### src/rtl/core/nfcs_pkg.sv
// types, codes and command-sequence table of the nor flash command sequencer
// no dependencies
package nfcs_pkg;

  localparam int CMD_W   = 3;
  localparam int ADDR_W  = 20;
  localparam int DATA_W  = 8;
  localparam int KIND_W  = 2;
  localparam int BUS_W   = 23;
  localparam int STAT_W  = 3;
  localparam int SPC_W   = 4;
  localparam int LIMIT_W = 14;
  localparam int CFG_W   = 14;
  localparam int STEP_W  = 3;
  localparam int JOB_DEPTH = 4;

  localparam logic [CMD_W-1:0] CMD_IDENTIFY     = 3'd0;
  localparam logic [CMD_W-1:0] CMD_CHIP_ERASE   = 3'd1;
  localparam logic [CMD_W-1:0] CMD_BYPASS_ENTER = 3'd2;
  localparam logic [CMD_W-1:0] CMD_PROGRAM      = 3'd3;
  localparam logic [CMD_W-1:0] CMD_BYPASS_EXIT  = 3'd4;
  localparam logic [CMD_W-1:0] CMD_READ         = 3'd5;
  localparam logic [CMD_W-1:0] CMD_VERIFY       = 3'd6;
  localparam logic [CMD_W-1:0] CMD_REPLY        = 3'd7;

  localparam logic [KIND_W-1:0] KIND_WRITE = 2'd0;
  localparam logic [KIND_W-1:0] KIND_READ  = 2'd1;
  localparam logic [KIND_W-1:0] KIND_DONE  = 2'd2;

  localparam logic [STAT_W-1:0] STAT_OK         = 3'd0;
  localparam logic [STAT_W-1:0] STAT_UNKNOWN    = 3'd1;
  localparam logic [STAT_W-1:0] STAT_TIMEOUT    = 3'd2;
  localparam logic [STAT_W-1:0] STAT_ERASE_FAIL = 3'd3;
  localparam logic [STAT_W-1:0] STAT_PROG_FAIL  = 3'd4;
  localparam logic [STAT_W-1:0] STAT_MISMATCH   = 3'd5;
  localparam logic [STAT_W-1:0] STAT_BUSY       = 3'd6;

  localparam logic CFG_SPACING    = 1'b0;
  localparam logic CFG_POLL_LIMIT = 1'b1;

  localparam logic [SPC_W-1:0]   SPACING_RESET = 4'd1;
  localparam logic [LIMIT_W-1:0] LIMIT_RESET   = 14'd9999;

  localparam logic [11:0] OFF_UNLOCK1 = 12'haaa;
  localparam logic [11:0] OFF_UNLOCK2 = 12'h555;
  localparam logic [11:0] OFF_ID_DEV  = 12'h002;
  localparam logic [BUS_W-1:0] BUS_STATUS = 23'd16;

  localparam logic [DATA_W-1:0] BYTE_ZERO        = 8'h00;
  localparam logic [DATA_W-1:0] BYTE_UNLOCK1     = 8'haa;
  localparam logic [DATA_W-1:0] BYTE_UNLOCK2     = 8'h55;
  localparam logic [DATA_W-1:0] BYTE_AUTOSELECT  = 8'h90;
  localparam logic [DATA_W-1:0] BYTE_ERASE_SETUP = 8'h80;
  localparam logic [DATA_W-1:0] BYTE_CHIP_ERASE  = 8'h10;
  localparam logic [DATA_W-1:0] BYTE_BYPASS      = 8'h20;
  localparam logic [DATA_W-1:0] BYTE_PROGRAM     = 8'ha0;
  localparam logic [DATA_W-1:0] BYTE_RESET       = 8'hf0;
  localparam logic [DATA_W-1:0] BYTE_MAN_A       = 8'h01;
  localparam logic [DATA_W-1:0] BYTE_MAN_B       = 8'h20;
  localparam logic [DATA_W-1:0] BYTE_DEVICE      = 8'h5b;

  typedef struct packed {
    logic [CMD_W-1:0]  command;
    logic [ADDR_W-1:0] address;
    logic [DATA_W-1:0] data;
  } in_item_t;

  typedef struct packed {
    logic [KIND_W-1:0] kind;
    logic [BUS_W-1:0]  bus_address;
    logic [DATA_W-1:0] bus_data;
    logic [STAT_W-1:0] status;
    logic              last;
  } result_t;

  typedef enum logic [3:0] {
    SEQ_IDENT,
    SEQ_ERASE,
    SEQ_BYPASS_ENTER,
    SEQ_PROGRAM,
    SEQ_BYPASS_EXIT,
    SEQ_READ_HERE,
    SEQ_DONE_ZERO,
    SEQ_READ_ZERO,
    SEQ_ID_END,
    SEQ_ERASE_END,
    SEQ_POLL_STATUS,
    SEQ_DONE_HERE
  } seq_t;

  typedef struct packed {
    seq_t              seq;
    logic [ADDR_W-1:0] offset;
    logic [DATA_W-1:0] data;
    logic [STAT_W-1:0] status;
  } job_t;

  typedef enum logic [2:0] {
    ASEL_UNLOCK1,
    ASEL_UNLOCK2,
    ASEL_ID_DEV,
    ASEL_ZERO,
    ASEL_STATUS,
    ASEL_HERE
  } addr_sel_t;

  typedef struct packed {
    logic [KIND_W-1:0] kind;
    addr_sel_t         addr_sel;
    logic              job_data;
    logic [DATA_W-1:0] byte_val;
    logic              last;
  } step_t;

  function automatic step_t mk(logic [KIND_W-1:0] kind, addr_sel_t asel, logic jd,
                               logic [DATA_W-1:0] bv, logic lst);
    step_t s;
    s.kind     = kind;
    s.addr_sel = asel;
    s.job_data = jd;
    s.byte_val = bv;
    s.last     = lst;
    return s;
  endfunction

  function automatic step_t step_lookup(seq_t seq, logic [STEP_W-1:0] step);
    step_t s;
    s = mk(KIND_DONE, ASEL_ZERO, 1'b0, BYTE_ZERO, 1'b1);
    unique case (seq)
      SEQ_IDENT: begin
        unique case (step)
          3'd0:    s = mk(KIND_WRITE, ASEL_UNLOCK1, 1'b0, BYTE_UNLOCK1, 1'b0);
          3'd1:    s = mk(KIND_WRITE, ASEL_UNLOCK2, 1'b0, BYTE_UNLOCK2, 1'b0);
          3'd2:    s = mk(KIND_WRITE, ASEL_UNLOCK1, 1'b0, BYTE_AUTOSELECT, 1'b0);
          default: s = mk(KIND_READ, ASEL_ID_DEV, 1'b0, BYTE_ZERO, 1'b1);
        endcase
      end
      SEQ_ERASE: begin
        unique case (step)
          3'd0:    s = mk(KIND_WRITE, ASEL_UNLOCK1, 1'b0, BYTE_UNLOCK1, 1'b0);
          3'd1:    s = mk(KIND_WRITE, ASEL_UNLOCK2, 1'b0, BYTE_UNLOCK2, 1'b0);
          3'd2:    s = mk(KIND_WRITE, ASEL_UNLOCK1, 1'b0, BYTE_ERASE_SETUP, 1'b0);
          3'd3:    s = mk(KIND_WRITE, ASEL_UNLOCK1, 1'b0, BYTE_UNLOCK1, 1'b0);
          3'd4:    s = mk(KIND_WRITE, ASEL_UNLOCK2, 1'b0, BYTE_UNLOCK2, 1'b0);
          3'd5:    s = mk(KIND_WRITE, ASEL_UNLOCK1, 1'b0, BYTE_CHIP_ERASE, 1'b0);
          default: s = mk(KIND_READ, ASEL_STATUS, 1'b0, BYTE_ZERO, 1'b1);
        endcase
      end
      SEQ_BYPASS_ENTER: begin
        unique case (step)
          3'd0:    s = mk(KIND_WRITE, ASEL_UNLOCK1, 1'b0, BYTE_UNLOCK1, 1'b0);
          3'd1:    s = mk(KIND_WRITE, ASEL_UNLOCK2, 1'b0, BYTE_UNLOCK2, 1'b0);
          3'd2:    s = mk(KIND_WRITE, ASEL_UNLOCK1, 1'b0, BYTE_BYPASS, 1'b0);
          default: s = mk(KIND_DONE, ASEL_ZERO, 1'b0, BYTE_ZERO, 1'b1);
        endcase
      end
      SEQ_PROGRAM: begin
        unique case (step)
          3'd0:    s = mk(KIND_WRITE, ASEL_ZERO, 1'b0, BYTE_PROGRAM, 1'b0);
          3'd1:    s = mk(KIND_WRITE, ASEL_HERE, 1'b1, BYTE_ZERO, 1'b0);
          default: s = mk(KIND_READ, ASEL_HERE, 1'b0, BYTE_ZERO, 1'b1);
        endcase
      end
      SEQ_BYPASS_EXIT: begin
        unique case (step)
          3'd0:    s = mk(KIND_WRITE, ASEL_ZERO, 1'b0, BYTE_AUTOSELECT, 1'b0);
          3'd1:    s = mk(KIND_WRITE, ASEL_ZERO, 1'b0, BYTE_ZERO, 1'b0);
          3'd2:    s = mk(KIND_WRITE, ASEL_ZERO, 1'b0, BYTE_RESET, 1'b0);
          default: s = mk(KIND_DONE, ASEL_ZERO, 1'b0, BYTE_ZERO, 1'b1);
        endcase
      end
      SEQ_READ_HERE:   s = mk(KIND_READ, ASEL_HERE, 1'b0, BYTE_ZERO, 1'b1);
      SEQ_DONE_ZERO:   s = mk(KIND_DONE, ASEL_ZERO, 1'b1, BYTE_ZERO, 1'b1);
      SEQ_READ_ZERO:   s = mk(KIND_READ, ASEL_ZERO, 1'b0, BYTE_ZERO, 1'b1);
      SEQ_ID_END: begin
        unique case (step)
          3'd0:    s = mk(KIND_WRITE, ASEL_ZERO, 1'b0, BYTE_RESET, 1'b0);
          default: s = mk(KIND_DONE, ASEL_ZERO, 1'b1, BYTE_ZERO, 1'b1);
        endcase
      end
      SEQ_ERASE_END: begin
        unique case (step)
          3'd0:    s = mk(KIND_WRITE, ASEL_UNLOCK1, 1'b0, BYTE_RESET, 1'b0);
          default: s = mk(KIND_DONE, ASEL_ZERO, 1'b1, BYTE_ZERO, 1'b1);
        endcase
      end
      SEQ_POLL_STATUS: s = mk(KIND_READ, ASEL_STATUS, 1'b0, BYTE_ZERO, 1'b1);
      SEQ_DONE_HERE:   s = mk(KIND_DONE, ASEL_HERE, 1'b1, BYTE_ZERO, 1'b1);
      default:         s = mk(KIND_DONE, ASEL_ZERO, 1'b0, BYTE_ZERO, 1'b1);
    endcase
    return s;
  endfunction

endpackage

### src/rtl/core/nfcs_queue.sv
// job queue between the command front end and the bus sequence back end
// depends on nfcs_pkg
module nfcs_queue import nfcs_pkg::*; (
  input  logic clk,
  input  logic rst,
  input  logic wr_en,
  input  job_t wr_job,
  output logic full,
  input  logic rd_en,
  output job_t rd_job,
  output logic avail
);

  localparam int PTR_W = $clog2(JOB_DEPTH);
  localparam int CNT_W = $clog2(JOB_DEPTH + 1);

  job_t             slots [JOB_DEPTH];
  logic [PTR_W-1:0] wr_ptr;
  logic [PTR_W-1:0] rd_ptr;
  logic [CNT_W-1:0] count;

  assign full   = count == CNT_W'(JOB_DEPTH);
  assign avail  = count != '0;
  assign rd_job = slots[rd_ptr];

  always_ff @(posedge clk) begin
    if (wr_en) begin
      slots[wr_ptr] <= wr_job;
    end
  end

  always_ff @(posedge clk) begin
    if (rst) begin
      wr_ptr <= '0;
      rd_ptr <= '0;
      count  <= '0;
    end else begin
      if (wr_en) begin
        wr_ptr <= wr_ptr + PTR_W'(1);
      end
      if (rd_en) begin
        rd_ptr <= rd_ptr + PTR_W'(1);
      end
      unique case ({wr_en, rd_en})
        2'b10:   count <= count + CNT_W'(1);
        2'b01:   count <= count - CNT_W'(1);
        default: count <= count;
      endcase
    end
  end

endmodule

### src/rtl/core/nfcs_front.sv
// front end: takes requests, tracks the command phase and queues bus jobs
// depends on nfcs_pkg
module nfcs_front import nfcs_pkg::*; #(
  parameter int OFFSET_BITS = 20
) (
  input  logic               clk,
  input  logic               rst,
  input  logic               accept,
  input  in_item_t           item,
  input  logic [LIMIT_W-1:0] poll_limit,
  output logic               job_valid,
  output job_t               job
);

  localparam int OW = (OFFSET_BITS < ADDR_W) ? OFFSET_BITS : ADDR_W;
  localparam logic [ADDR_W-1:0] OFF_MASK = ADDR_W'((64'd1 << OW) - 64'd1);

  typedef enum logic [7:0] {
    PH_IDLE    = 8'b0000_0001,
    PH_ID_TYPE = 8'b0000_0010,
    PH_ID_MAN  = 8'b0000_0100,
    PH_ERASE   = 8'b0000_1000,
    PH_PROG    = 8'b0001_0000,
    PH_RECHECK = 8'b0010_0000,
    PH_READ    = 8'b0100_0000,
    PH_VERIFY  = 8'b1000_0000
  } phase_t;

  phase_t             phase, phase_next;
  logic [LIMIT_W-1:0] poll_remaining, poll_remaining_next;
  logic [DATA_W-1:0]  expected_byte, expected_byte_next;
  logic [ADDR_W-1:0]  pending_offset, pending_offset_next;
  logic [DATA_W-1:0]  device_type_byte, device_type_byte_next;
  logic               identified, identified_next;

  logic [ADDR_W-1:0]  addr_m;
  logic               bit7_match;
  logic               man_ok;

  assign addr_m     = item.address & OFF_MASK;
  assign bit7_match = item.data[7] == expected_byte[7];
  assign man_ok     = (item.data == BYTE_MAN_A || item.data == BYTE_MAN_B) &&
                      device_type_byte == BYTE_DEVICE;

  always_comb begin
    phase_next            = phase;
    poll_remaining_next   = poll_remaining;
    expected_byte_next    = expected_byte;
    pending_offset_next   = pending_offset;
    device_type_byte_next = device_type_byte;
    identified_next       = identified;
    job_valid             = 1'b0;
    job.seq               = SEQ_DONE_ZERO;
    job.offset            = pending_offset;
    job.data              = item.data;
    job.status            = STAT_OK;
    if (accept) begin
      if (item.command == CMD_REPLY) begin
        job_valid = phase != PH_IDLE;
        unique case (phase)
          PH_ID_TYPE: begin
            device_type_byte_next = item.data;
            job.seq               = SEQ_READ_ZERO;
            phase_next            = PH_ID_MAN;
          end
          PH_ID_MAN: begin
            job.seq    = SEQ_ID_END;
            job.status = man_ok ? STAT_OK : STAT_UNKNOWN;
            if (man_ok) begin
              identified_next = 1'b1;
            end
            phase_next = PH_IDLE;
          end
          PH_ERASE: begin
            if (item.data[7] || item.data[5]) begin
              job.seq    = SEQ_ERASE_END;
              job.status = item.data[7] ? STAT_OK : STAT_ERASE_FAIL;
              phase_next = PH_IDLE;
            end else if (poll_remaining <= LIMIT_W'(1)) begin
              poll_remaining_next = '0;
              job.seq             = SEQ_ERASE_END;
              job.status          = STAT_TIMEOUT;
              phase_next          = PH_IDLE;
            end else begin
              poll_remaining_next = poll_remaining - LIMIT_W'(1);
              job.seq             = SEQ_POLL_STATUS;
            end
          end
          PH_PROG: begin
            if (bit7_match) begin
              job.seq    = SEQ_DONE_HERE;
              phase_next = PH_IDLE;
            end else begin
              job.seq = SEQ_READ_HERE;
              if (item.data[5]) begin
                phase_next = PH_RECHECK;
              end
            end
          end
          PH_RECHECK: begin
            if (!bit7_match) begin
              job.seq    = SEQ_DONE_HERE;
              job.status = STAT_PROG_FAIL;
              phase_next = PH_IDLE;
            end else begin
              job.seq    = SEQ_READ_HERE;
              phase_next = PH_PROG;
            end
          end
          PH_READ: begin
            job.seq    = SEQ_DONE_HERE;
            phase_next = PH_IDLE;
          end
          PH_VERIFY: begin
            job.seq    = SEQ_DONE_HERE;
            job.status = (item.data == expected_byte) ? STAT_OK : STAT_MISMATCH;
            phase_next = PH_IDLE;
          end
          default: begin
            phase_next = PH_IDLE;
          end
        endcase
      end else if (phase != PH_IDLE) begin
        job_valid  = 1'b1;
        job.seq    = SEQ_DONE_ZERO;
        job.data   = BYTE_ZERO;
        job.status = STAT_BUSY;
      end else begin
        job_valid = 1'b1;
        unique case (item.command)
          CMD_IDENTIFY: begin
            if (identified) begin
              job.seq  = SEQ_DONE_ZERO;
              job.data = device_type_byte;
            end else begin
              job.seq    = SEQ_IDENT;
              phase_next = PH_ID_TYPE;
            end
          end
          CMD_CHIP_ERASE: begin
            job.seq             = SEQ_ERASE;
            poll_remaining_next = (poll_limit == '0) ? LIMIT_W'(1) : poll_limit;
            phase_next          = PH_ERASE;
          end
          CMD_BYPASS_ENTER: begin
            job.seq  = SEQ_BYPASS_ENTER;
            job.data = BYTE_ZERO;
          end
          CMD_PROGRAM: begin
            job.seq             = SEQ_PROGRAM;
            job.offset          = addr_m;
            pending_offset_next = addr_m;
            expected_byte_next  = item.data;
            phase_next          = PH_PROG;
          end
          CMD_BYPASS_EXIT: begin
            job.seq  = SEQ_BYPASS_EXIT;
            job.data = BYTE_ZERO;
          end
          CMD_READ: begin
            job.seq             = SEQ_READ_HERE;
            job.offset          = addr_m;
            pending_offset_next = addr_m;
            phase_next          = PH_READ;
          end
          default: begin
            job.seq             = SEQ_READ_HERE;
            job.offset          = addr_m;
            pending_offset_next = addr_m;
            expected_byte_next  = item.data;
            phase_next          = PH_VERIFY;
          end
        endcase
      end
    end
  end

  always_ff @(posedge clk) begin
    if (rst) begin
      phase            <= PH_IDLE;
      poll_remaining   <= '0;
      expected_byte    <= '0;
      pending_offset   <= '0;
      device_type_byte <= '0;
      identified       <= 1'b0;
    end else begin
      phase            <= phase_next;
      poll_remaining   <= poll_remaining_next;
      expected_byte    <= expected_byte_next;
      pending_offset   <= pending_offset_next;
      device_type_byte <= device_type_byte_next;
      identified       <= identified_next;
    end
  end

endmodule

### src/rtl/core/nfcs_back.sv
// back end: expands queued jobs into bus writes, reads and done results
// depends on nfcs_pkg
module nfcs_back import nfcs_pkg::*; #(
  parameter int EFF_W = 4
) (
  input  logic             clk,
  input  logic             rst,
  input  logic [EFF_W-1:0] eff_spacing,
  input  logic             job_avail,
  input  job_t             job,
  output logic             job_pop,
  output logic             empty,
  input  logic             pop,
  output result_t          result
);

  localparam int PROD_W = ADDR_W + EFF_W;

  logic [STEP_W-1:0] step;
  logic              out_valid;
  step_t             info;
  logic [ADDR_W-1:0] off;
  logic [PROD_W-1:0] prod;
  logic [BUS_W-1:0]  scaled;
  result_t           res;
  logic              advance;

  assign info = step_lookup(job.seq, step);

  always_comb begin
    unique case (info.addr_sel)
      ASEL_UNLOCK1: off = ADDR_W'(OFF_UNLOCK1);
      ASEL_UNLOCK2: off = ADDR_W'(OFF_UNLOCK2);
      ASEL_ID_DEV:  off = ADDR_W'(OFF_ID_DEV);
      ASEL_HERE:    off = job.offset;
      default:      off = '0;
    endcase
  end

  assign prod   = PROD_W'(off) * PROD_W'(eff_spacing);
  assign scaled = BUS_W'({{BUS_W{1'b0}}, prod});

  always_comb begin
    res.kind        = info.kind;
    res.bus_address = (info.addr_sel == ASEL_STATUS) ? BUS_STATUS : scaled;
    res.bus_data    = info.job_data ? job.data : info.byte_val;
    res.status      = (info.kind == KIND_DONE) ? job.status : STAT_OK;
    res.last        = info.last;
  end

  assign advance = job_avail && (!out_valid || pop);
  assign job_pop = advance && info.last;
  assign empty   = !out_valid;

  always_ff @(posedge clk) begin
    if (rst) begin
      out_valid <= 1'b0;
      step      <= '0;
    end else if (advance) begin
      out_valid <= 1'b1;
      step      <= info.last ? '0 : step + STEP_W'(1);
    end else if (pop) begin
      out_valid <= 1'b0;
    end
  end

  always_ff @(posedge clk) begin
    if (advance) begin
      result <= res;
    end
  end

endmodule

### src/rtl/core/nor_flash_command_sequencer.sv
// Host-side command sequencer for a parallel NOR flash. A request is taken on
// every cycle in which push is high and full is low; full rises only when the
// four-entry job queue between the front end and the bus back end is full.
// Each request becomes 0 to 7 results (bus writes, bus read requests and at
// most one done), which the back end hands out one per cycle while pop keeps
// up with them; the first result of a request passes through the job queue
// and the back end's result register before it reaches the result ports.
// Results per request: identify 4 (1 once identified), chip erase 7,
// bypass enter and exit 4, program 3, read, verify and a busy rejection 1,
// replies 0-2. No clearing pass follows reset.
// Bus addresses, save the fixed status address, are flash offsets times the
// clamped spacing; the flash base is added outside.
// depends on nfcs_pkg, nfcs_front, nfcs_queue, nfcs_back
module nor_flash_command_sequencer import nfcs_pkg::*; #(
  parameter int OFFSET_BITS = 20,
  parameter int MAX_SPACING = 8
) (
  input  logic             clk,
  input  logic             rst,
  input  logic             push,
  output logic             full,
  input  in_item_t         item,
  output logic             empty,
  input  logic             pop,
  output result_t          result,
  input  logic             cfg_valid,
  output logic             cfg_ready,
  input  logic             cfg_index,
  input  logic [CFG_W-1:0] cfg_data
);

  localparam int EFF_W = $clog2(MAX_SPACING + 1);

  logic [SPC_W-1:0]   spacing;
  logic [LIMIT_W-1:0] erase_poll_limit;
  logic [SPC_W:0]     spc_ext;
  logic [EFF_W-1:0]   eff_spacing;
  logic               accept;
  logic               job_valid;
  job_t               job_in;
  job_t               job_out;
  logic               job_avail;
  logic               job_pop;

  assign cfg_ready = 1'b1;
  assign accept    = push && !full;
  assign spc_ext   = {1'b0, spacing};

  always_comb begin
    if (spc_ext == '0) begin
      eff_spacing = EFF_W'(1);
    end else if (spc_ext > (SPC_W + 1)'(MAX_SPACING)) begin
      eff_spacing = EFF_W'(MAX_SPACING);
    end else begin
      eff_spacing = EFF_W'(spc_ext);
    end
  end

  always_ff @(posedge clk) begin
    if (rst) begin
      spacing          <= SPACING_RESET;
      erase_poll_limit <= LIMIT_RESET;
    end else if (cfg_valid && cfg_ready) begin
      unique case (cfg_index)
        CFG_SPACING:    spacing <= cfg_data[SPC_W-1:0];
        CFG_POLL_LIMIT: erase_poll_limit <= cfg_data[LIMIT_W-1:0];
        default:        spacing <= spacing;
      endcase
    end
  end

  nfcs_front #(
    .OFFSET_BITS(OFFSET_BITS)
  ) u_front (
    .clk       (clk),
    .rst       (rst),
    .accept    (accept),
    .item      (item),
    .poll_limit(erase_poll_limit),
    .job_valid (job_valid),
    .job       (job_in)
  );

  nfcs_queue u_queue (
    .clk   (clk),
    .rst   (rst),
    .wr_en (job_valid),
    .wr_job(job_in),
    .full  (full),
    .rd_en (job_pop),
    .rd_job(job_out),
    .avail (job_avail)
  );

  nfcs_back #(
    .EFF_W(EFF_W)
  ) u_back (
    .clk        (clk),
    .rst        (rst),
    .eff_spacing(eff_spacing),
    .job_avail  (job_avail),
    .job        (job_out),
    .job_pop    (job_pop),
    .empty      (empty),
    .pop        (pop),
    .result     (result)
  );

endmodule

### config.mk
export PLATFORM = sky130hd
export DESIGN_NAME = nor_flash_command_sequencer
export DESIGN_NICKNAME = d
export VERILOG_FILES = /design/src/rtl/core/nfcs_pkg.sv /design/src/rtl/core/nfcs_queue.sv /design/src/rtl/core/nfcs_front.sv /design/src/rtl/core/nfcs_back.sv /design/src/rtl/core/nor_flash_command_sequencer.sv
export SDC_FILE = /design/constraint.sdc
export NUM_CORES = 1
export LEC_CHECK = 0
export CORE_MARGIN = 4
export CORE_UTILIZATION = 45
export DETAILED_ROUTE_END_ITERATION = 6
export DONT_BUFFER_PORTS = 1
export GPL_TIMING_DRIVEN = 0
export PLACE_DENSITY_LB_ADDON = 0.3
export REMOVE_ABC_BUFFERS = 1
export SYNTH_ARGS = -nofsm -noshare
export SYNTH_HDL_FRONTEND = slang
export SYNTH_SLANG_ARGS = --single-unit
### constraint.sdc
create_clock -name clk -period 6.5 [get_ports clk]
set_input_delay 1.95 -clock clk [delete_from_list [all_inputs] [get_ports clk]]
set_output_delay 1.95 -clock clk [all_outputs]
set_load 0.01 [all_outputs]
Word level (Yosys, flattened, before mapping):

Memory sizes are Yosys's and may differ from the RTL's. A register that Yosys moved wholly into a read port is not among the register bits.
Cells that the tools add are included.

* bitwise operators: 4
* add/subtract/negate cells: 6
* equal/unequal tests: 50
* order comparisons: 2
* reductions and logical operators: 33
* multiplexer cells: 64
* $mul: 1

Operators by type and width (count)
* one-hot mux 15 bit (12 select lines): 1
* two-way mux 14 bit: 7
* one-hot mux 15 bit (3 select lines): 2
* two-way mux 8 bit: 10
* one-hot mux 20 bit (4 select lines): 1
* one-hot mux 14 bit (4 select lines): 1
* one-hot mux 14 bit (3 select lines): 1
* two-way mux 20 bit: 2
* one-hot mux 8 bit (5 select lines): 1
* two-way mux 35 bit: 1
* one-hot mux 8 bit (4 select lines): 1
* two-way mux 15 bit: 2
* two-way mux 28 bit: 1
* two-way mux 4 bit: 7
* one-hot mux 14 bit (2 select lines): 1
* equality test 3 bit, second input constant: 8
* one-hot mux 4 bit (6 select lines): 1
* multiplier 20 x 4 -> 23 bit: 1
* two-way mux 3 bit: 7
* one-hot mux 4 bit (5 select lines): 1
* equality test 4 x 3 -> 1 bit, second input constant: 4
* equality test 4 bit, second input constant: 4
* equality test 8 x 6 -> 1 bit, second input constant: 2
* equality test 8 x 7 -> 1 bit, second input constant: 2
* other kinds (50): 91

* input port bits: 51
* bits in writable memories: 140
* logic and storage cells: 179
* output and inout port bits: 40
* memories: 1
* bits in registers: 125

Memories
* u_queue.slots: words 4, bits a word 35, rd ports 1, clocked after Yosys merged registers in 1, wr ports 1, RTL line nfcs_queue.sv:17 `job_t slots [JOB_DEPTH];`

Depth between registers and ports, before layout:

Gate-level depths: netlist of the first run.

* depth after elaboration: 7
* depth in mapped cells: 22
* mapped depth without buffers: 21

Hierarchy:

From an unflattened synthesis of the first run, not the netlist that was laid out.

* cell total of the unflattened synthesis: 1236
* area, all modules: 14373.8 um2

Modules (own cells, without submodules)
* nfcs_queue: area an instance 5529.1 um2, cells an instance 226, seq. area each 4384.2 um2, instances 1
* nfcs_back: area an instance 4565.6 um2, cells an instance 518, seq. area each 1191.1 um2, instances 1
* nfcs_front: area an instance 3487.1 um2, cells an instance 412, seq. area each 1181.1 um2, instances 1
* nor_flash_command_sequencer: area an instance 792.0 um2, cells an instance 80, seq. area each 360.3 um2, instances 1

Least setup slack after synthesis of the first run:

OpenSTA, ideal clock, no wires.

* path type: register to register
* start: register with a tool-made name
* end: register, netlist name u_back.result[33]
* buffers on the path: 1
* required time: 6.240 ns
* arrival time: 5.333 ns
* clock period less this slack: 5.592 ns
* path slack: 0.908 ns
* setup time: 0.260 ns
* stages on the path, launching flop included: 19
* path through: dfxtp_1 > buf_6 > mux4_2 > or3_1 > a221oi_2 > a2bb2oi_4 > o21ai_0 > or2_2 > fa_1 > inv_1 > fa_1 > ha_1 > a21o_1 > a21oi_1 > o21ai_0 > a31o_2 > a2111oi_0 > o311a_1 > nor3_1

==> summary.txt, run 1 <==
Timing
  – Final period util: between 90% and 100%
  – Skew final: 0.00989 ns
  – Final setup vio count: 0
  – Final WS setup: 0.398 ns
  – Slew margin rel.: 28.7%
  – Fin crit period: between 6 and 7 ns
  – RSZ-0062 raised after global routing: no
  – Slew Viols, Final: 0
  – Final-report hold violation count: 0
  – F_max: roughly 160 MHz
  – Worst Tran Pin Value: ~1.1 ns

Final layout
  – Area delta synth->final: 11.0%
  – FILL cells: about 2.7k
  – Nets@finish: ~1.4k
  – Util after Layout: slightly above 50%
  – Commonest non-fill, non-tap cell in the layout: edfxtp_1
  – Layout cells sized above 1: a little over an eighth
  – Sequential cell area: ~7100 sq um
  – Multi-input combinational cell area: between 6000 and 7000 sq um
  – Commonest cells after routing, fill and taps aside: edfxtp_1, nor2_1, nand2_1

Synthesis
  – Total number of yosys warnings: 0
  – Top FF cell, synth: edfxtp_1
  – Mapped cell area: roughly 14000 sq um
  – Avg Synthesized Cell Area: approximately 11 sq um
  – Asr flop ratio synth: 0%
  – Register area share after synthesis: around 50%
  – FF+latch count, synth: 267
  – Post-synth cell types: 78
  – Post-synth EDFFs: around 180
  – Cells after Synth: roughly 1.2k

Place
  – PortBufs: 0
  – RePlAce Congestion: 0.849
  – Place WS: -0.356 ns
  – Detailed placement HPWL: 20.4 mm

Clock tree
  – Max H-tree Level: 1
  – CTS tree: yes
  – Clock slew at reported path FFs: approximately 0.060 ns
  – Clock Root Buffer: clkbuf_16
  – Clk sink count: ~270
  – Clock Latency Late Sink: between 0.5 and 0.6 ns
  – Bufs on Longest Clock Path: 3
  – Hold buffer count at CTS: 0
  – Num CTS Buffers: 28

Floorplan
  – Overall die width: roughly 180 microns
  – Die ar.: between 30000 and 40000 sq um
  – Row cnt: 64
  – Die height: 185 microns
  – Ports: between 90 and 100
  – Area of the core: between 30000 and 40000 sq um
  – Initial Util: 45.7%

Setup path
  – Reg2reg end: u_back.result[33]$_SDFFCE_PN0P_
  – CP Class: reg2reg
  – WP data arrival: 6.36 ns
  – FF-to-FF setup slack: about 0.40 ns
  – Crit-path max FO: 34
  – Slowest-stage cell, CP: fa_1
  – Reg2reg path depth: 18
  – Critical Path, Cell by Cell: buf_12 > mux4_2 > or3_1 > a221oi_2 > a2bb2oi_4 > o21ai_0 > or2_2 > fa_1 > inv_1 > fa_1 > ha_1 > a21o_1 > a21oi_1 > o21ai_0 > a31o_2 > a2111oi_2 > o311a_1 > nor3_1
  – Worst path max stage delay: ~0.5 ns
  – Kind of end point of the critical path: register
  – Worst setup SP type: register
  – Required time worst endpoint: 6.76 ns

Detailed routing
  – Antenna viol nets, final: 0
  – Initial drt markers: roughly 520
  – Wire per inst: ~17 microns
  – Avg Vias per Cell: 5.47
  – Initial DRT Pass Iterations: 4
  – Vias after detailed routing: approximately 9.1k
  – Total Wirelength: roughly 29 mm
  – DR DRC count: 0

Power and ir drop
  – Total design power: 5.82 mW
  – Worst vdd ir: about 210 uV
  – PwrDens: roughly 370 nW/um^2
  – Leak: ~5.8 nW

Worst hold path
  – Hold EP: u_back.out_valid$_SDFFE_PP0P_
  – Worst Hold Class: reg2reg
  – Min-delay src: u_back.out_valid$_SDFFE_PP0P_
  – Worst Hold Depth: 2

Status
  – Status: finished, final reports clean

GRT
  – First-pass GRT wire length: 47.2 mm
  – Vias in the first global route: between 8k and 9k
  – Pin count of the biggest net entering global routing: 91
  – Grt total ovfl: 0
  – Tot GR Track Use: 16.9%
  – Initial antenna violation count: 3

Job
  – Max-cap violations: 0
worst max-delay path, delay by kind of cell, from the launching register on:
family	cells	cell delay, ns
compound gates	9	2.50
fa+ha+maj	3	1.30
simple gates	3	0.80
flops	1	0.44
mux	1	0.44
buf+inv	2	0.32
routing by layer:
layer  wire [microns]  GRT usage, %  part of all wire, %  vias to the layer above
li1                 -             -                    -                     4487
met1            13300          23.2                   46                     4428
met2            13900          28.4                   48                      167
met3             1410          3.10                  4.8                       43
met4              492          3.52                  1.7                        4
met5               26             0                0.089                        -
how the worst max path moves through the flow:
| stage | to | startpoint | slack [ns] |
|---|---|---|---|
| after floorplan | u_back.result[33]$_SDFFCE_PN0P_ | register | -0.60 |
| after global placement | u_back.result[33]$_SDFFCE_PN0P_ | register | -1.90 |
| after CTS | u_back.result[34]$_SDFFCE_PN0P_ | register | 0.04 |
| after detailed placement | u_back.result[33]$_SDFFCE_PN0P_ | register | -0.36 |
| after global routing | u_back.result[34]$_SDFFCE_PN0P_ | register | 0.008 |
| final | u_back.result[33]$_SDFFCE_PN0P_ | register | 0.40 |
power by group:
group | switching (mW) | internal (mW)
logic | 1.08 | 0.750
registers | 0.177 | 2.24
clock network | 0.637 | 0.924
cells in the mapped netlist (7+ instances only):
master	count	area share [%]
a211oi_1	8	0.43
a21oi_1	50	1.8
nor4_1	15	0.67
edfxtp_1	177	38
xnor2_1	10	0.62
clkbuf_1	39	1.0
fa_1	37	5.3
o21ai_0	61	2.2
inv_1	71	1.9
mux2i_1	25	1.8
nor2b_1	42	1.9
nand2b_1	24	1.1
or2_2	13	0.58
a31oi_1	7	0.31
buf_2	12	0.43
nand3_1	15	0.54
a21o_1	7	0.37
mux2_2	20	1.6
xor2_1	18	1.1
a22oi_1	13	0.70
and2_1	21	0.94
or3_1	9	0.40
nand3b_1	14	0.75
ha_1	38	3.4
nor2_1	151	4.0
dfxtp_1	90	13
a22o_1	9	0.56
mux4_2	35	5.6
nor3_1	21	0.75
nand2_1	100	2.7
kinds of logic after synthesis:
| logic type | Yosys count | share of synthesized area, % |
|---|---|---|
| flops | 267 | 50.7 |
| buf+inv | 126 | 3.56 |
| fa+ha+maj | 75 | 8.67 |
| simple gates | 457 | 16.1 |
| mux | 82 | 9.17 |
| other cells | 1 | 0.0267 |
| xor+xnor | 28 | 1.75 |
| compound gates | 213 | 10.0 |
stage by stage:
stage | std cells | hold WS, ns | cell area (sq um) | setup TNS, ns
3_3_place_gp | 1590 | 0.452 | 14300 | -24.11
2_1_floorplan | 1194 | 0.438 | 13800 | -3.55
4_1_cts | 1653 | 0.468 | 15400 | 0
6_report | 1668 | 0.466 | 15600 | 0
3_5_place_dp | 1597 | 0.457 | 14500 | -0.969
5_1_grt | 1666 | 0.495 | 15600 | 0
layout make-up:
cell class              count  share of cell area [%]
clock buffers              36                    4.75
repair buffers             24                    1.90
diodes                      2                  0.0321
well taps                 396                    3.18
clock inverters            15                    1.08
multi-input cells         857                    41.6
inverters                  71                    1.71
flip-flops and latches    267                    45.7
registers in the layout (all words and copies together) (netlist names), named ones only:
signal                    count
erase_poll_limit             14
spacing                       4
u_back.out_valid              1
u_back.result                37
u_back.step                   3
u_front.device_type_byte      8
u_front.expected_byte         8
u_front.identified            1
u_front.pending_offset       20
u_front.phase                 8
u_front.poll_remaining       14
u_queue.count                 3
u_queue.rd_ptr                2
u_queue.slots               140
u_queue.wr_ptr                2
what timing repair did:
action                                  4_1_cts  5_1_grt
resized for setup                             3        6
gates cloned                                  0        1
setup buffers                                 5       12
endpoints found under the setup margin        6        8
Note: power is estimated with default switching activity, not from simulation.
==> run 2, diff against run 1 <==
--- a/config.mk
+++ b/config.mk
@@ -5,10 +5,13 @@
 export SDC_FILE = /design/constraint.sdc
 export NUM_CORES = 1
 export LEC_CHECK = 0
+export CELL_PAD_IN_SITES_DETAIL_PLACEMENT = 1
+export CELL_PAD_IN_SITES_GLOBAL_PLACEMENT = 1
 export CORE_MARGIN = 4
 export CORE_UTILIZATION = 45
 export DETAILED_ROUTE_END_ITERATION = 6
 export DONT_BUFFER_PORTS = 1
+export GPL_ROUTABILITY_DRIVEN = 0
 export GPL_TIMING_DRIVEN = 0
 export PLACE_DENSITY_LB_ADDON = 0.3
 export REMOVE_ABC_BUFFERS = 1
==> run 2 against run 1 <==
Global-route usage rose by 3.1 points; clock skew rose by 0.0013 ns; non-clock buffer count fell by 8; critical endpoint is now u_back.result[34]$_SDFFCE_PN0P_; fmax fell by 1.1%; largest cell class unchanged.
==> summary.txt, run 2 (synthesized netlist as in run 1, its figures left out) <==
Setup path
  – WP data arrival: 6.58 ns (+0.22 ns)
  – Top delay family on crit path: compound AO/OA/AOI/OAI gates
  – Worst path max stage delay: 0.65 ns (+0.15 ns)
  – Worst path bufs/invs: 1 (-1)
  – FF-to-FF setup slack: 0.33 ns (-0.07 ns)
  – Kind of end point of the critical path: register
  – Slowest-stage cell, CP: mux4_2
  – Worst setup SP type: register
  – Levels on crit path: 18 (unchanged)
  – Reg2reg end: u_back.result[34]$_SDFFCE_PN0P_
  – Reg2reg path depth: 18 (unchanged)
  – Crit-path max FO: 11 (-68%)
  – Crit path to: u_back.result[34]$_SDFFCE_PN0P_
  – Required time worst endpoint: 6.91 ns (+0.15 ns)
  – Critical Path, Cell by Cell: mux4_2 > or3_1 > a221oi_2 > a2bb2oi_4 > nand2b_2 > nor2_2 > nand2_1 > fa_1 > inv_1 > fa_1 > ha_1 > and2_1 > a221o_1 > a31o_2 > a31o_2 > o41a_1 > or3_1 > a21oi_1
  – CP Class: reg2reg

Power and ir drop
  – Leak: 5.81 nW (+0.27%)
  – PwrDens: 384 nW/um^2 (+2.9%)
  – Worst vdd ir: 199 uV (-5.5%)

Place
  – Placed insts: 1598 (+0.063%)
  – PortBufs: 0 (unchanged)
  – Detailed placement HPWL: 23.7 mm (+16%)
  – Placed Area: 14500 sq um (about the same)

Timing
  – WHS: 0.465 ns (-0.000292 ns)
  – Fin crit period: 6.17 ns (+0.0705 ns)
  – Skew final: 0.0112 ns (+0.00133 ns)
  – Final-report hold violation count: 0 (unchanged)
  – Final setup vio count: 0 (unchanged)
  – Slew margin rel.: 25.9% (-2.8 points)
  – F_max: 162 MHz (-1.1%)
  – Final period util: 95.0% (+1.1 points)
  – Worst Tran Pin Value: 1.11 ns (+0.0413 ns)
  – Slew Viols, Final: 0 (unchanged)

Floorplan
  – Die ar.: 34100 sq um (unchanged)
  – Die height: 185 microns (unchanged)
  – Overall die width: 185 microns (unchanged)
  – Area of the core: 30700 sq um (unchanged)
  – Initial Util: 45.7% (unchanged)
  – Ports: 91 (unchanged)
  – Row cnt: 64 (unchanged)

Job
  – Max-cap violations: 0 (unchanged)

Clock tree
  – Clk sink count: 267 (unchanged)
  – Clock Root Buffer: clkbuf_16
  – Clock Latency Late Sink: 0.57 ns (+0.02 ns)
  – Bufs on Longest Clock Path: 3 (unchanged)
  – Clock slew at reported path FFs: 0.06 ns (about the same)
  – Num CTS Buffers: 29 (+3.6%)
  – Max H-tree Level: 1 (unchanged)
  – CTS tree: yes

Final layout
  – FILL cells: 3223 (+20%)
  – Util after Layout: 50.9% (+0.11 points)
  – Commonest cells after routing, fill and taps aside: edfxtp_1, nor2_1, nand2_1
  – Layout cells sized above 1: 13.3% (-0.026 points)
  – Largest regs: u_queue.slots (140), u_back.result (37), u_front.pending_offset (20)
  – Commonest non-fill, non-tap cell in the layout: edfxtp_1
  – Max reg flops: 140 (unchanged)
  – Area delta synth->final: 11.3%
  – Final instance area: 15600 sq um (+0.21%)
  – Top reg by flops: u_queue.slots
  – Layout Cells excl Fill: 1662 (-0.36%)
  – Nets@finish: 1368 (-0.51%)

GRT
  – First-pass GRT wire length: 55.1 mm (+17%)
  – Pin count of the biggest net entering global routing: 91 (unchanged)
  – Grt total ovfl: 0 (unchanged)
  – Tot GR Track Use: 20.0% (+3.1 points)
  – Vias in the first global route: 10.1k (+13%)
  – Initial antenna violation count: 3 (unchanged)

Detailed routing
  – Total Wirelength: 34.1 mm (+17%)
  – Vias after detailed routing: 9484 (+3.9%)
  – Initial DRT Pass Iterations: 5 (+1)
  – Avg Vias per Cell: 5.71 (+4.3%)
  – Antenna viol nets, final: 0 (unchanged)
  – Initial drt markers: 609 (+18%)
  – DR DRC count: 0 (unchanged)
  – Wire per inst: 20.5 microns (+18%)

Worst hold path
  – Worst Hold Class: reg2reg

Status
  – Status: finished, final reports clean
==> run 2: cell count changes in the layout (fill, tap and decap cells not counted), moves of 3 or more <==
cell,delta
buf_4,-7
clkbuf_16,+4
clkinv_1,-3
clkbuf_8,+3
==> run 2: worst register-to-register path, cell delays in order (launching register included) <==
cell and delay, ns:
dfxtp_4 0.44, mux4_2 0.66, or3_1 0.40, a221oi_2 0.39, a2bb2oi_4 0.31, nand2b_2 0.16
nor2_2 0.31, nand2_1 0.14, fa_1 0.52, inv_1 0.05, fa_1 0.47, ha_1 0.36
and2_1 0.21, a221o_1 0.30, a31o_2 0.22, a31o_2 0.23, o41a_1 0.33, or3_1 0.37
a21oi_1 0.15
==> run 2: repair_timing <==
| action | CTS | global route |
|---|---|---|
| resized for setup | 3 | 5 |
| endpoints found under the setup margin | 7 | 7 |
| gates cloned | 1 | 0 |
| hold buffers | 0 | 0 |
| buffers inserted | 0 | 8 |
==> run 2: metal layers <==
metal / up-vias / routed length, microns / track usage (%)
met1: 4732 / 14500 / 25.4
li1: 4480 / - / -
met3: 63 / 1460 / 3.63
met5: - / 32 / 0
met2: 205 / 17400 / 35.4
met4: 4 / 791 / 5.26
==> run 2: worst min-delay path by stage <==
stage	start	to	slack [ns]	cells past startpoint
3_3_place_gp	u_back.out_valid$_SDFFE_PP0P_	u_back.out_valid$_SDFFE_PP0P_	0.45	2
2_1_floorplan	erase_poll_limit[12]$_SDFFE_PP0P_	erase_poll_limit[12]$_SDFFE_PP0P_	0.44	2
3_5_place_dp	erase_poll_limit[12]$_SDFFE_PP0P_	erase_poll_limit[12]$_SDFFE_PP0P_	0.46	2
5_1_grt	erase_poll_limit[12]$_SDFFE_PP0P_	erase_poll_limit[12]$_SDFFE_PP0P_	0.48	2
4_1_cts	erase_poll_limit[12]$_SDFFE_PP0P_	erase_poll_limit[12]$_SDFFE_PP0P_	0.47	2
6_report	erase_poll_limit[12]$_SDFFE_PP0P_	erase_poll_limit[12]$_SDFFE_PP0P_	0.47	2
==> run 2: cell type report <==
| type | instances | area, sq um | area share [%] |
|---|---|---|---|
| inverters | 71 | 267 | 1.71 |
| flip-flops and latches | 267 | 7120 | 45.6 |
| clock buffers | 41 | 875 | 5.60 |
| diodes | 1 | 2.50 | 0.0160 |
| repair buffers | 16 | 203 | 1.30 |
| clock inverters | 13 | 155 | 0.994 |
| well taps | 396 | 495 | 3.17 |
| multi-input cells | 857 | 6490 | 41.6 |
==> run 2: per-stage QoR <==
stage | setup slack (ns) | total power, mW | setup TNS, ns
2_1_floorplan | -0.596 | 3.72 | -3.55
3_3_place_gp | -2.01 | 4.15 | -25.62
3_5_place_dp | -0.521 | 4.25 | -1.86
4_1_cts | 0.0142 | 6.02 | 0
5_1_grt | -0.0110 | 6.36 | -0.0110
6_report | 0.328 | 6.00 | 0
==> run 2: power by group <==
part           leakage (nW)  internal (mW)  total, mW  switching (mW)
registers              2.40           2.25       2.44           0.199
clock network         0.504           1.03       1.73           0.703
logic                  2.91          0.705       1.82            1.12
total                  5.81           3.98       6.00            2.02
==> run 3, diff against run 2 <==
--- a/config.mk
+++ b/config.mk
@@ -8,7 +8,7 @@
 export CELL_PAD_IN_SITES_DETAIL_PLACEMENT = 1
 export CELL_PAD_IN_SITES_GLOBAL_PLACEMENT = 1
 export CORE_MARGIN = 4
-export CORE_UTILIZATION = 45
+export CORE_UTILIZATION = 52
 export DETAILED_ROUTE_END_ITERATION = 6
 export DONT_BUFFER_PORTS = 1
 export GPL_ROUTABILITY_DRIVEN = 0
==> constraint.sdc (replaced) <==
create_clock -name clk -period 6.1 [get_ports clk]
set_input_delay 1.83 -clock clk [delete_from_list [all_inputs] [get_ports clk]]
set_output_delay 1.83 -clock clk [all_outputs]
set_load 0.01 [all_outputs]
==> run 3 against run 2 <==
Sequential power increased by 7%; final cell count decreased by 2.9%; via count increased by 2.4%; utilization increased by 9.4 points; total power increased by 11%; largest cell class unchanged.
==> summary.txt, run 3 (synthesized netlist as in run 1, its figures left out) <==
GRT
  – Vias in the first global route: 10.3k (+2.0%)
  – Grt total ovfl: 0 (unchanged)
  – Met1 Usage GRT: 30.5% (+5.0 points)
  – Met3 GRT Util: 4.46% (+0.83 points)
  – Tot GR Track Use: 24.2% (+4.1 points)
  – First-pass GRT wire length: 56.4 mm (+2.4%)
  – Initial antenna violation count: 3 (unchanged)
  – GR Util met2: 43.2% (+7.8 points)
  – Grt peak-use layer: met2
  – Pin count of the biggest net entering global routing: 91 (unchanged)

Final layout
  – Sequential cell area: 7120 sq um (unchanged)
  – Area delta synth->final: 12.9%
  – Util after Layout: 60.3% (+9.4 points)
  – Final instance area: 15800 sq um (+1.5%)
  – Nets@finish: 1381 (+0.95%)
  – FILL cells: 2646 (-18%)
  – Layout cells sized above 1: 15.7% (+2.5 points)
  – Commonest cells after routing, fill and taps aside: edfxtp_1, nor2_1, nand2_1
  – Largest regs: u_queue.slots (140), u_back.result (37), u_front.pending_offset (20)
  – Commonest non-fill, non-tap cell in the layout: edfxtp_1
  – Top reg by flops: u_queue.slots
  – Max reg flops: 140 (unchanged)
  – Multi-input combinational cell area: 6680 sq um (+2.9%)

Setup path
  – WP data arrival: 6.43 ns (-0.15 ns)
  – Kind of end point of the critical path: register
  – CP Class: reg2reg
  – Required time worst endpoint: 6.51 ns (-0.40 ns)
  – Crit-path max FO: 11 (unchanged)
  – Worst setup SP type: register

Power and ir drop
  – Psw: 2.28 mW (+13%)
  – Clock power frac: 27.4% (-1.5 points)
  – Internal Power: 4.37 mW (+9.8%)
  – Leak: 5.89 nW (+1.3%)
  – Total design power: 6.65 mW (+11%)
  – Combinational fraction of design power: 33.4% (+3.0 points)
  – Worst vdd ir: 217 uV (+9.2%)
  – Flop pwr share: 39.2% (-1.5 points)
  – Sw frac: 34.3% (+0.62 points)
  – PwrDens: 420 nW/um^2 (+9.2%)

Clock tree
  – Num CTS Buffers: 28 (-3.4%)
  – Clk sink count: 267 (unchanged)
  – Clock Root Buffer: clkbuf_16
  – Clock Latency Late Sink: 0.59 ns (+0.02 ns)
  – Max H-tree Level: 1 (unchanged)
  – Clock slew at reported path FFs: 0.06 ns (about the same)
  – CTS tree: yes
  – Bufs on Longest Clock Path: 3 (unchanged)

Detailed routing
  – Total Wirelength: 36.5 mm (+7.0%)
  – Initial DRT Pass Iterations: 5 (unchanged)
  – DR DRC count: 0 (unchanged)
  – Avg Vias per Cell: 6.02 (+5.5%)
  – Wire per inst: 22.6 microns (+10%)
  – Antenna viol nets, final: 0 (unchanged)
  – Vias after detailed routing: 9715 (+2.4%)
  – Initial drt markers: 703 (+15%)

Timing
  – Fin crit period: 6.02 ns (-0.156 ns)
  – Worst Tran Pin Value: 1.15 ns (+0.0383 ns)
  – Final period util: 98.6% (+3.7 points)
  – F_max: 166 MHz (+2.6%)
  – Skew final: 0.0420 ns (+0.0308 ns)
  – Slew Viols, Final: 0 (unchanged)
  – Final WS setup: 0.0844 ns (-0.244 ns)
  – RSZ-0062 raised after global routing: yes
  – WHS: 0.471 ns (+0.00580 ns)
  – Slew margin rel.: 23.3% (-2.6 points)
  – Final setup vio count: 0 (unchanged)
  – Final-report hold violation count: 0 (unchanged)

Place
  – Placed Area: 14400 sq um (-0.60%)
  – Detailed placement HPWL: 23.5 mm (-0.83%)
  – PortBufs: 0 (unchanged)
  – Place WS: -1.03 ns (-0.511 ns)

Floorplan
  – Initial Util: 53.4% (+7.6 points)
  – Overall die width: 172 microns (-6.7%)
  – Die height: 172 microns (-6.7%)
  – Row cnt: 59 (-7.8%)
  – Ports: 91 (unchanged)
  – Area of the core: 26300 sq um (-14%)
  – Die ar.: 29700 sq um (-13%)

Status
  – Status: finished, final reports clean

Job
  – Max-cap violations: 0 (unchanged)

Worst hold path
  – Worst Hold Class: reg2reg
[run 3: changes by cell type in the layout (fill, tap and decap cells not counted), sizes merged]
cell	change
buf	+12
inv	-3
bufinv	+2
clkbuf	+2
clkinv	-2
bufbuf	+1
[run 3: final timing paths]
check,startpoint,end,slack (ns),depth (start not counted)
setup reg to reg,register,u_back.result[34]$_SDFFCE_PN0P_,0.08,22
hold / removal,u_back.out_valid$_SDFFE_PP0P_,u_back.out_valid$_SDFFE_PP0P_,0.47,2
hold reg to reg,u_back.out_valid$_SDFFE_PP0P_,u_back.out_valid$_SDFFE_PP0P_,0.47,2
setup / recovery,register,u_back.result[34]$_SDFFCE_PN0P_,0.08,22
[run 3: critical path, cell delays in order, from the launching register on]
cell,delay (ns)
dfxtp_4,0.39
buf_16,0.13
mux4_2,0.58
buf_4,0.18
buf_4,0.13
or3b_1,0.19
o32a_4,0.28
a21o_1,0.19
nor2b_2,0.09
o21ai_4,0.18
nor2_1,0.09
fa_1,0.54
inv_1,0.06
fa_1,0.55
inv_1,0.05
ha_1,0.34
a211oi_2,0.31
a211oi_2,0.13
o221a_2,0.33
a31o_2,0.27
o41a_1,0.33
or3_1,0.38
a21oi_1,0.14
[run 3: routing by layer]
layer / part of all wire, % / wire length, microns / vias up
met5: 0.11 / 41 / -
met4: 2.1 / 764 / 6
met3: 4.6 / 1700 / 56
met2: 52 / 18900 / 240
met1: 41 / 15100 / 4911
li1: - / - / 4502
[run 3: layout make-up]
cell class	count	area share [%]
inverters	71	1.68
repair buffers	30	2.26
well taps	335	2.65
diodes	1	0.0158
flip-flops and latches	267	45.0
clock inverters	10	1.17
clock buffers	42	5.13
multi-input cells	857	42.1
[run 3: metrics by stage]
step                TNS (ns)  std cells
floorplan              -9.54       1194
global placement      -31.34       1529
detailed placement     -7.79       1536
CTS                        0       1602
global route          -0.245       1612
finish                     0       1613
[run 3: timing repair]
action	4_1_cts	5_1_grt
endpoints found under the setup margin	14	9
gates cloned	2	1
setup buffers	12	9
hold endpoints to repair	0	0
pin swaps	3	12
resized for setup	20	36
hold buffers	0	0
[run 3: power groups by stage]
stage               clock, mW  combinational, mW  sequential [mW]
floorplan                   0               1.34             2.63
global placement            0               1.71             2.69
detailed placement          0               1.87             2.65
CTS                      1.84               2.03             2.61
global route             1.93               2.43             2.64
finish                   1.82               2.22             2.61
